--- src/rtl/bpt_pkg.sv ---
// Package for the bimodal branch predictor with a target table.
// Holds table sizing, counter thresholds, action codes and the request type.
// No dependencies.
package bpt_pkg;

	localparam int TABLE_ENTRIES = 1024;
	localparam int IDX_W = $clog2(TABLE_ENTRIES);
	localparam int QUEUE_DEPTH = 2;
	localparam int QPTR_W = $clog2(QUEUE_DEPTH);

	localparam logic [1:0] CTR_MAX = 2'd3;
	localparam logic [1:0] CTR_TAKEN_MIN = 2'd2;

	localparam logic ACT_PREDICT = 1'b0;
	localparam logic ACT_UPDATE = 1'b1;

	typedef struct packed {
		logic             action;
		logic [IDX_W-1:0] idx;
		logic [31:0]      target;
		logic             pred;
		logic             actual;
	} req_t;

endpackage

--- src/rtl/bpt_front.sv ---
// Front part of the predictor: accepts requests and turns them into queue entries.
// Depends on bpt_pkg.
module bpt_front
	import bpt_pkg::*;
(
	input  logic        start,
	output logic        busy,
	input  logic        action,
	input  logic [31:0] branch_pc,
	input  logic [31:0] branch_target,
	input  logic        was_predicted_taken,
	input  logic        actually_taken,
	input  logic        clearing,
	input  logic        q_full,
	output logic        push,
	output req_t        push_req
);

	always_comb begin
		busy = clearing | q_full;
		push = start & ~busy;
		push_req.action = action;
		push_req.idx = branch_pc[IDX_W+1:2];
		push_req.target = (action == ACT_UPDATE) ? branch_target : 32'd0;
		push_req.pred = (action == ACT_UPDATE) ? was_predicted_taken : 1'b0;
		push_req.actual = (action == ACT_UPDATE) ? actually_taken : 1'b0;
	end

endmodule

--- config.mk ---
export PLATFORM = sky130hd
export DESIGN_NAME = bpt_front
export DESIGN_NICKNAME = d
export VERILOG_FILES = /design/src/rtl/bpt_pkg.sv /design/src/rtl/bpt_front.sv
export SDC_FILE = /design/constraint.sdc
export NUM_CORES = 1
export LEC_CHECK = 0
export ABC_AREA = 1
export BUFFER_PORTS_ARGS = -buffer_cell sky130_fd_sc_hd__buf_2
export CORE_AREA = 2 2 51 53
export DETAILED_ROUTE_END_ITERATION = 8
export DIE_AREA = 0 0 53 55
export PLACE_DENSITY_LB_ADDON = 0.1
export RECOVER_POWER = 50
export SETUP_SLACK_MARGIN = 0.05
export SKIP_LAST_GASP = 1
export SLEW_MARGIN = 5
export SYNTH_ARGS = -nofsm -noshare
export SYNTH_HDL_FRONTEND = slang
export SYNTH_SLANG_ARGS = --single-unit
--- constraint.sdc ---
create_clock -name vclk -period 1
set_clock_uncertainty 0.2 [all_clocks]
set_input_delay 0.3 -clock vclk [all_inputs]
set_output_delay 0.3 -clock vclk [all_outputs]
set_load 0.02 [all_outputs]
### Word level (Yosys, flattened, before mapping)

Index checks and enable logic that the tools add are counted.

* bits in registers: 0
* input bits: 70
* word-level logic and storage cells: 6

* mux-type cells: 3
* bitwise gates (word level): 3

Operators with widths (count)
* $mux 32: 1
* $mux 1: 2
* $and 1x1->1: 1
* $not 1->1: 1
* $or 1x1->1: 1

### Depth between registers and ports, before layout

* depth in word-level cells: 3
* gate-level depth with buffers: 4
* mapped depth without buffers: 3

### Worst setup path before layout

OpenSTA, ideal clock, no wires.

* path type: input -> output
* from: input port clearing
* to: output port push
* arrival: 0.808 ns
* required time: 0.500 ns
* slack: -0.308 ns
* stages on the path: 3
* buffers on the path: 0
* path through: inv_1 > nand2_1 > nor2_1

* word-level cells in the longest chain between the ends: 3

Ends and longest elaborated chain
* from (decl): line bpt_front.sv:13 `input logic clearing,`
* $or 1x1->1: line bpt_front.sv:20 `busy = clearing | q_full;`
* via busy: line bpt_front.sv:7 `output logic busy,`
* $not 1->1: line bpt_front.sv:21 `push = start & ~busy;`
* $and 1x1->1: line bpt_front.sv:21
* to (decl): line bpt_front.sv:15 `output logic push,`

The timed path passes the listed nets, and every way through them passes these cells.

==> metrics.md <==
| Metric | Value |
|---|---|
| Status | `finished, violations left` |
| Failing checks | `negative setup slack` |
| Total global routing overflow | `0` |
| Post-synthesis simple-gate area fraction | `0.3396` |
| Area occupied by multi-input gates | `385.4 sq um` |
| Initial antenna violation count | `0` |
| Final setup fails | `37` |
| RSZ-0062 raised after global routing | `yes` |
| CP Capture Type | `output port` |
| Max Slew Vio Count | `0` |
| Die W | `about 53 microns` |
| Pleak | `between 0.9 and 1 nW` |
| Hpwl dp | `1.169 mm` |
| Crit Path Class | `in2out` |
| Highest clock rate | `0.7674 GHz` |
| Slew HR | `0.9294` |
| Die Ht | `around 55 microns` |
| Iter 0 DRT Violations | `0` |
| First-pass GRT wire length | `2.980 mm` |
| Gpl congestion | `around 0.67` |
| Final Cycle Share | `1.303` |
| Register area share after synthesis | `0` |
| Initial Utilization | `0.1683` |
| Post-synthesis mux area share | `0` |
| Layout cell share with drive strength beyond 1 | `0.9935` |
| Synth Area in Adders | `0` |
| CP arrival | `around 800 ps` |
| Worst hold slack | `around 400 ps` |
| Die footprint | `between 2000 and 3000 sq um` |
| Register area | `0 sq um` |
| Core Rows | `18` |
| Wirelength, routed | `~2.0 mm` |
| Worst Setup Slack, final | `-303.1 ps` |
| Num ports | `about 120` |
| HP Class | `in2out` |
| Maxcap violations | `0` |
| Compound-Gate Fraction of Synth Area | `0` |
| NumNets Final | `between 200 and 250` |
| Vias/cell | `a little under 4` |
| Port buffer count | `75` |
| Highest-count cells in the layout ignoring fill and taps | `38 x buf_6, 36 x buf_2, 34 x inv_2` |
| Peak supply drop | `0.2606 mV` |
| Setup crit start kind | `input port` |
| Crit path time final | `between 1000 and 1500 ps` |
| Routed wire per std cell | `approximately 11 microns` |
| Library cells used by synthesis | `5` |
| Largest net degree at the start of global routing | `9` |
| Pwr dens | `between 400 and 500 nW/um^2` |
| Vias | `around 710` |
| Xor/xnor share of the synthesized area | `0` |
| # clk buffers | `0` |
| Most common cell after layout, fill and taps aside | `buf_6` |
| Core footprint | `about 2400 sq um` |
| Synth Warn # | `0` |
| GR Util All Layers | `0.1342` |
| Fillcell total | `~230` |
| Slew @ Worst Pin | `106.6 ps` |
| Drt pass-1 iters | `1` |
| Post-Syn Area | `around 400 sq um` |
| Hold path cells | `0` |
| Vias in the first global route | `roughly 700` |
| Post-Syn Instances | `88` |
| Synth-to-Final Area Change | `239.9%` |
| Main combinational cell family by area after synthesis | `buffers and inverters` |
| Final Hold Viols | `0` |
| Routed Antenna Nets | `0` |
| # DRC | `0` |
| Mapped Nets | `158` |
| Seq_cells | `0` |
| Pwr Total | `roughly 0.00066 W` |
| Antenna Cells | `0` |
| CP Data Required Time | `roughly 500 ps` |
| Post-Syn Area per Cell | `4.521 sq um` |
| Finished Core Util | `0.5720` |
| Worst-path fanout max | `8` |
area by class of cell:
cell class | instances | area share
Tap cell | 30 | 0.02775
Inverter | 37 | 0.1064
Timing Repair Buffer | 81 | 0.5809
Multi-Input combinational cell | 36 | 0.2849
worst max-delay path, stage by stage:
cell	delay [ps]
buf_16	130
buf_12	150
nand2_2	60
inv_2	30
buf_6	120
timing repair:
action	4_1_cts	5_1_grt
setup buffers	0	0
gates resized for setup	135	12
gates cloned	4	0
endpoints found under the setup margin	37	37
pin swaps	2	0
hold buffers	0	0
synth_stat cells, drive strengths merged:
library cell,count,share of area
inv,37,0.35
nand2,35,0.33
nor2,1,0.0094
buf,15,0.31
final timing paths:
path	startpoint	end	slack, ps
max	action	push_req[5]	-300
min	branch_pc[2]	push_req[34]	400
layer usage:
layer	GRT usage	share of wire
met5	0	0
met4	0.01709	0.0083
met3	0.02957	0.086
met2	0.3125	0.66
met1	0.1138	0.24
power breakdown:
| part | switching (W) | internal (W) |
|---|---|---|
| clock | 0 | 0 |
| combinational | 0.000325 | 0.000336 |
| sequential | 0 | 0 |
cells by family (layout without fill, tap and decap cells):
family / count (synthesis) / after routing
and+or+nand+nor: 36 / 36
buffers and inverters: 52 / 118
through the flow:
stage,std cells,TNS [ps],setup WS (ps),cell area (sq um)
final,184,-10450,-303.1,1353
after floorplan,88,-4924,-156.8,427.9
after global placement,180,-12170,-348.3,749.5
after global routing,184,-11030,-320.7,1353
after detailed placement,180,-12320,-351.3,749.5
after CTS,184,-10040,-287.1,1290
Note: power is estimated with default switching activity, not from simulation.
