**src/rtl/bpt_pkg.sv**
```systemverilog
// Package for the bimodal branch predictor with a target table.
// Holds table sizing, counter thresholds, action codes and the request type.
// No dependencies.
package bpt_pkg;

	localparam int TABLE_ENTRIES = 1024;
	localparam int IDX_W = $clog2(TABLE_ENTRIES);
	localparam int QUEUE_DEPTH = 2;
	localparam int QPTR_W = $clog2(QUEUE_DEPTH);

	localparam logic [1:0] CTR_MAX = 2'd3;
	localparam logic [1:0] CTR_TAKEN_MIN = 2'd2;

	localparam logic ACT_PREDICT = 1'b0;
	localparam logic ACT_UPDATE = 1'b1;

	typedef struct packed {
		logic             action;
		logic [IDX_W-1:0] idx;
		logic [31:0]      target;
		logic             pred;
		logic             actual;
	} req_t;

endpackage

```
**src/rtl/bpt_queue.sv**
```systemverilog
// Short request queue between the front and back parts of the predictor.
// Depends on bpt_pkg.
module bpt_queue
	import bpt_pkg::*;
(
	input  logic clk,
	input  logic arst_n,
	input  logic push,
	input  req_t push_req,
	input  logic pop,
	output req_t head,
	output logic full,
	output logic empty
);

	req_t              q_mem_q [QUEUE_DEPTH];
	logic [QPTR_W-1:0] wr_ptr_q;
	logic [QPTR_W-1:0] rd_ptr_q;
	logic [QPTR_W:0]   cnt_q;

	assign full = (cnt_q == QUEUE_DEPTH[QPTR_W:0]);
	assign empty = (cnt_q == '0);
	assign head = q_mem_q[rd_ptr_q];

	always_ff @(posedge clk) begin
		if (push) begin
			q_mem_q[wr_ptr_q] <= push_req;
		end
	end

	always_ff @(posedge clk or negedge arst_n) begin
		if (!arst_n) begin
			wr_ptr_q <= '0;
			rd_ptr_q <= '0;
			cnt_q <= '0;
		end else begin
			if (push) begin
				wr_ptr_q <= wr_ptr_q + 1'b1;
			end
			if (pop) begin
				rd_ptr_q <= rd_ptr_q + 1'b1;
			end
			if (push && !pop) begin
				cnt_q <= cnt_q + 1'b1;
			end else if (pop && !push) begin
				cnt_q <= cnt_q - 1'b1;
			end
		end
	end

endmodule

```
**config.mk**
```make
export PLATFORM = sky130hd
export DESIGN_NAME = bpt_queue
export DESIGN_NICKNAME = d
export VERILOG_FILES = /design/src/rtl/bpt_pkg.sv /design/src/rtl/bpt_queue.sv
export SDC_FILE = /design/constraint.sdc
export NUM_CORES = 1
export LEC_CHECK = 0
export ABC_AREA = 1
export ABC_CLOCK_PERIOD_IN_PS = 4900
export BUFFER_PORTS_ARGS = -buffer_cell sky130_fd_sc_hd__buf_4
export CAP_MARGIN = 30
export CORE_AREA = 4 4 86 88
export DETAILED_ROUTE_END_ITERATION = 8
export DIE_AREA = 0 0 90 92
export PLACE_DENSITY_LB_ADDON = 0.2
export REMOVE_ABC_BUFFERS = 1
export SLEW_MARGIN = 20
export SYNTH_ARGS = -nofsm -noshare
export SYNTH_HDL_FRONTEND = slang
export SYNTH_SLANG_ARGS = --single-unit
```
**constraint.sdc**
```tcl
create_clock -name clk -period 4.9 [get_ports clk]
set_input_delay 0.735 -clock clk [delete_from_list [all_inputs] [get_ports clk]]
set_output_delay 0.735 -clock clk [all_outputs]
set_load 0.02 [all_outputs]
```
== After elaboration in Yosys (flattened, before gate mapping) ==
Memory sizes are Yosys's and may differ from the RTL's.
Index checks and enable logic that the tools add are counted.

* Word-level logic and storage cells: 19
* Output and inout bits: 47
* Bits in registers: 4
* Memories: 1
* Memory bits (writable): 90
* Bits of input ports: 49

{| class="wikitable"
|+ Memory list
! name !! words !! bits a word !! read ports !! clocked after memory_dff !! wr ports !! line !! RTL
|-
| q_mem_q || 2 || 45 || 1 || 0 || 1 || bpt_queue.sv:16 || <nowiki>req_t q_mem_q [QUEUE_DEPTH];</nowiki>
|}

* Mux-type cells: 4
* Eq/ne operators: 1
* Reductions and logical operators: 6
* Add/sub/neg operators: 4

{| class="wikitable"
|+ Operator list
! kind !! count
|-
| two-way mux 2 bit || 2
|-
| adder 1 bit (second input constant) || 2
|-
| adder 2 x 1 -> 2 bit (second input constant) || 1
|-
| equality test 2 bit (second input constant) || 1
|-
| logical AND 1 bit || 2
|-
| zero test 1 bit || 2
|-
| zero test 2 bit || 1
|-
| two-way mux 1 bit || 2
|-
| nonzero test 2 bit || 1
|-
| subtractor 2 x 1 -> 2 bit (second input constant) || 1
|}

== Longest topological paths before layout ==
* Word-level depth: 4
* Gate-level depth with buffers: 7
* Depth with buffers taken out: 7

== Worst setup path after synthesis ==
OpenSTA, ideal clock, no wires.

* Kind: input-to-reg
* Start point: input push
* End point: memory q_mem_q[0][0] in the netlist's numbering, enable pin
* Setup time: 0.449 ns
* Data arrival time: 2.666 ns
* Cell stages on the path: 2
* Path buffers: 0
* Required time: 4.451 ns
* Slack: 1.785 ns
* Cells stage by stage: inv_1 > nor2_1

* Cells in the longest elaborated chain, start to end: 2

{| class="wikitable"
|+ Ends and longest elaborated chain
! item !! line !! RTL
|-
| from (decl) || bpt_queue.sv:8 || <nowiki>input logic push,</nowiki>
|-
| two-way mux 1 bit || bpt_queue.sv:26 || <nowiki>if (push) begin</nowiki>
|-
| two-way mux 1 bit (not written as such) || bpt_queue.sv:27 || <nowiki>q_mem_q[wr_ptr_q] <= push_req;</nowiki>
|-
| to (decl) || bpt_queue.sv:16 ||
|}

No other way between the ends.

==> metrics.md <==
| Metric | Value |
|---|---|
| Status | complete, no violations |
| Number of cells on the worst reg-to-reg path | 2 |
| Fraction of layout instances using a drive strength above 1 | 0.5803 |
| Post-layout power | 2.683 mW |
| H-tree depth reported by CTS | 3 |
| Worst endpoint required time | 4.16 ns |
| Number of inserted filler cells in the final layout | 445 |
| Antenna violations before repair | 0 |
| Area leader, netlist | sky130_fd_sc_hd__edfxtp_1 |
| Area fraction of the dominant cell type after synthesis | 0.7397 |
| Number of buffers added to fix hold violations after cts | 0 |
| Final routed wire length divided by cell count | 16.87 um |
| Most common cell after layout, fill and taps aside | sky130_fd_sc_hd__buf_4 |
| Die height | 92 um |
| Crit start category | register |
| Width of the chip | 90 um |
| Maximum ir drop on the vdd rail | 0.2839 mV |
| Combined global-route utilization of all metal layers | 0.1493 |
| Total grt overflow | 0 |
| Row count | 30 |
| Number of setup buffers added after CTS | 0 |
| Setup Total Neg Slack | 0 ns |
| Final Hold Vio Count | 0 |
| Combinational family with the most area after synthesis | multiplexers |
| Number of antenna-violating nets in the routed design | 0 |
| Final Core Density | 0.6960 |
| TritonCTS Buffers | 9 |
| Multiplexer share of the synthesized area | 0.1788 |
| Worst max-slew margin expressed relative to the limit | 0.3799 |
| RR Endpoint | q_mem_q[0][18] |
| Ports placed on the boundary | 96 |
| Post-synthesis xor/xnor area fraction | 0.007192 |
| Timing startpoint of the critical path | rd_ptr_q |
| Count of unique library cells instantiated by Yosys | 14 |
| Clock latency on the worst-skew pair | 0.34 ns |
| Compound-cell area share of the yosys netlist | 0 |
| Count of state elements after synthesis | 94 |
| RePlAce Congestion | 0.7152 |
| R2r startpoint | wr_ptr_q |
| Setup Skew | 0.006653 ns |
| Minimum clock period | 3.061 ns |
| Total inserted antenna cells | 0 |
| Clock transition at the registers of the reported paths | 0.08 ns |
| Average via count per standard cell | 4.915 |
| Vias in the first global route | 1949 |
| RSZ-0062 raised after global routing | false |
| Initial detailed-routing violation count | 111 |
| Buffers added on ports | 95 |
| Leading cell types in the layout, fill and taps excluded | sky130_fd_sc_hd__buf_4 (97), sky130_fd_sc_hd__edfxtp_1 (90), sky130_fd_sc_hd__mux2_4 (39) |
| Max-Cap Viols | 0 |
| Leakage power of the design | 1.892 nW |
| Pin count of the biggest net entering global routing | 31 |
| Area of the mapped netlist | 3654 um^2 |
| Cells taking the most area after synthesis | sky130_fd_sc_hd__edfxtp_1 (74%), sky130_fd_sc_hd__mux2_4 (16%), sky130_fd_sc_hd__dfrtp_1 (2.7%), sky130_fd_sc_hd__buf_12 (2.2%), sky130_fd_sc_hd__mux2_2 (1.8%) |
| First-pass GRT wire length | 9459 um |
| Area growth from synthesis to final layout | 26.58% |
| Final number of max-transition violations | 0 |
| Die area | 8280 um^2 |
| Post-cts repair resize count | 0 |
| Mean instance size in the synthesized netlist | 22.14 um^2 |
| Seq/Total Area, Yosys | 0.7671 |
| Instance count of the mapped netlist | 165 |
| Adder-cell share of the synthesized area | 0.003425 |
| Net count reported at finish | 319 |
| Remaining routing DRC violations | 0 |
| Critical path capture point | head[44] |
| CTS Root Cell | sky130_fd_sc_hd__clkbuf_8 |
| Critical setup path kind | register to primary output |
| Highest clock frequency the design can meet | 326.7 MHz |
| Critical path endpoint category | primary output |
| Clock tree sinks | 94 |
| Portion of the clock cycle consumed by the worst path in the final layout | 0.6246 |
| Max Root-Sink Buffers | 2 |
| Routed wire length | 5973 um |
| Via count | 1740 |
| TritonRoute pass-1 iters | 4 |
| Worst Path Max Fanout | 29 |
| Core Region | 6644 um^2 |
| R2r setup slk | 3.20 ns |
| Arrival time worst endpoint | 2.33 ns |
| Initial standard-cell utilization of the core | 0.5499 |
| Power density of the placed cells | 580.2 nW/um^2 |
| HPWL after detailed placement | 4071 um |
| Clock tree from TritonCTS | built |
| # setup viols final | 0 |
| WHS | 0.1764 ns |
| Measured slew at the worst slew-check pin | 0.9301 ns |
| Classification of the worst-slack hold path | input pin to asynchronous set/reset pin |
| Synthesis warning total | 0 |
| Post-synthesis simple-gate area fraction | 0.01130 |
## worst min-delay path by stage
stage / start / endpoint / slack, ns / depth (start not counted)
floorplan: arst_n / cnt_q[0] / 0.44 / 0
global placement: cnt_q[1] / cnt_q[1] / 0.49 / 2
detailed placement: cnt_q[1] / cnt_q[1] / 0.50 / 2
CTS: arst_n / cnt_q[1] / 0.16 / 1
global route: arst_n / cnt_q[1] / 0.15 / 1
finish: arst_n / cnt_q[0] / 0.18 / 1
## power breakdown
group	internal (mW)	switching (mW)
Sequential	1.07	0.113
Clock	0.285	0.244
Combinational	0.512	0.463
Total	1.86	0.820
## metal layers
| metal | part of all wire | vias up | global-route usage |
|---|---|---|---|
| met5 | 0 | - | 0 |
| li1 | - | 836 | - |
| met3 | 0.062 | 8 | 0.04922 |
| met1 | 0.40 | 838 | 0.1697 |
| met4 | 0.012 | 0 | 0.06505 |
| met2 | 0.53 | 58 | 0.2582 |
## critical path, cell delays in order, from the launching register on
cell	delay, ns
sky130_fd_sc_hd__dfrtp_2	0.98
sky130_fd_sc_hd__buf_4	0.45
sky130_fd_sc_hd__mux2_2	0.38
sky130_fd_sc_hd__buf_4	0.16
## layout make-up
type / count / area [um^2] / area share
Clock inverter: 5 / 73.82 / 0.01596
Multi-Input combinational cell: 59 / 740.7 / 0.1602
Inverter: 7 / 26.28 / 0.005682
Sequential cell: 94 / 2804 / 0.6063
Tap cell: 80 / 100.1 / 0.02164
Timing Repair Buffer: 98 / 748.2 / 0.1618
Clock buffer: 11 / 131.4 / 0.02841
## sequential cells by signal, summed over array words and instances, names as in the netlist
name / cells
wr_ptr_q: 1
rd_ptr_q: 1
q_mem_q: 90
cnt_q: 2
## kinds of logic after synthesis
logic type	count (synthesis)
xor gates and xnor gates	3
adders and majority gates	1
buffers and inverters	12
DFF	94
muxes	45
and+or+nand+nor	10
## metrics by stage
step	cell area (um^2)	setup slack, ns	cells
4_1_cts	4624	1.785	354
2_1_floorplan	3562	1.785	160
5_1_grt	4624	1.711	354
3_5_place_dp	4419	2.169	338
6_report	4624	1.839	354
3_3_place_gp	4399	2.186	337
## cells in the mapped netlist, drive strengths merged
library cell and count:
nor2 3, mux2 45, edfxtp 90, xnor2 1, xor2 2, nand2 5
nand3 1, buf 5, dfrtp 4, ha 1, inv 7, nand4 1
(Power assumes the default switching activity.)
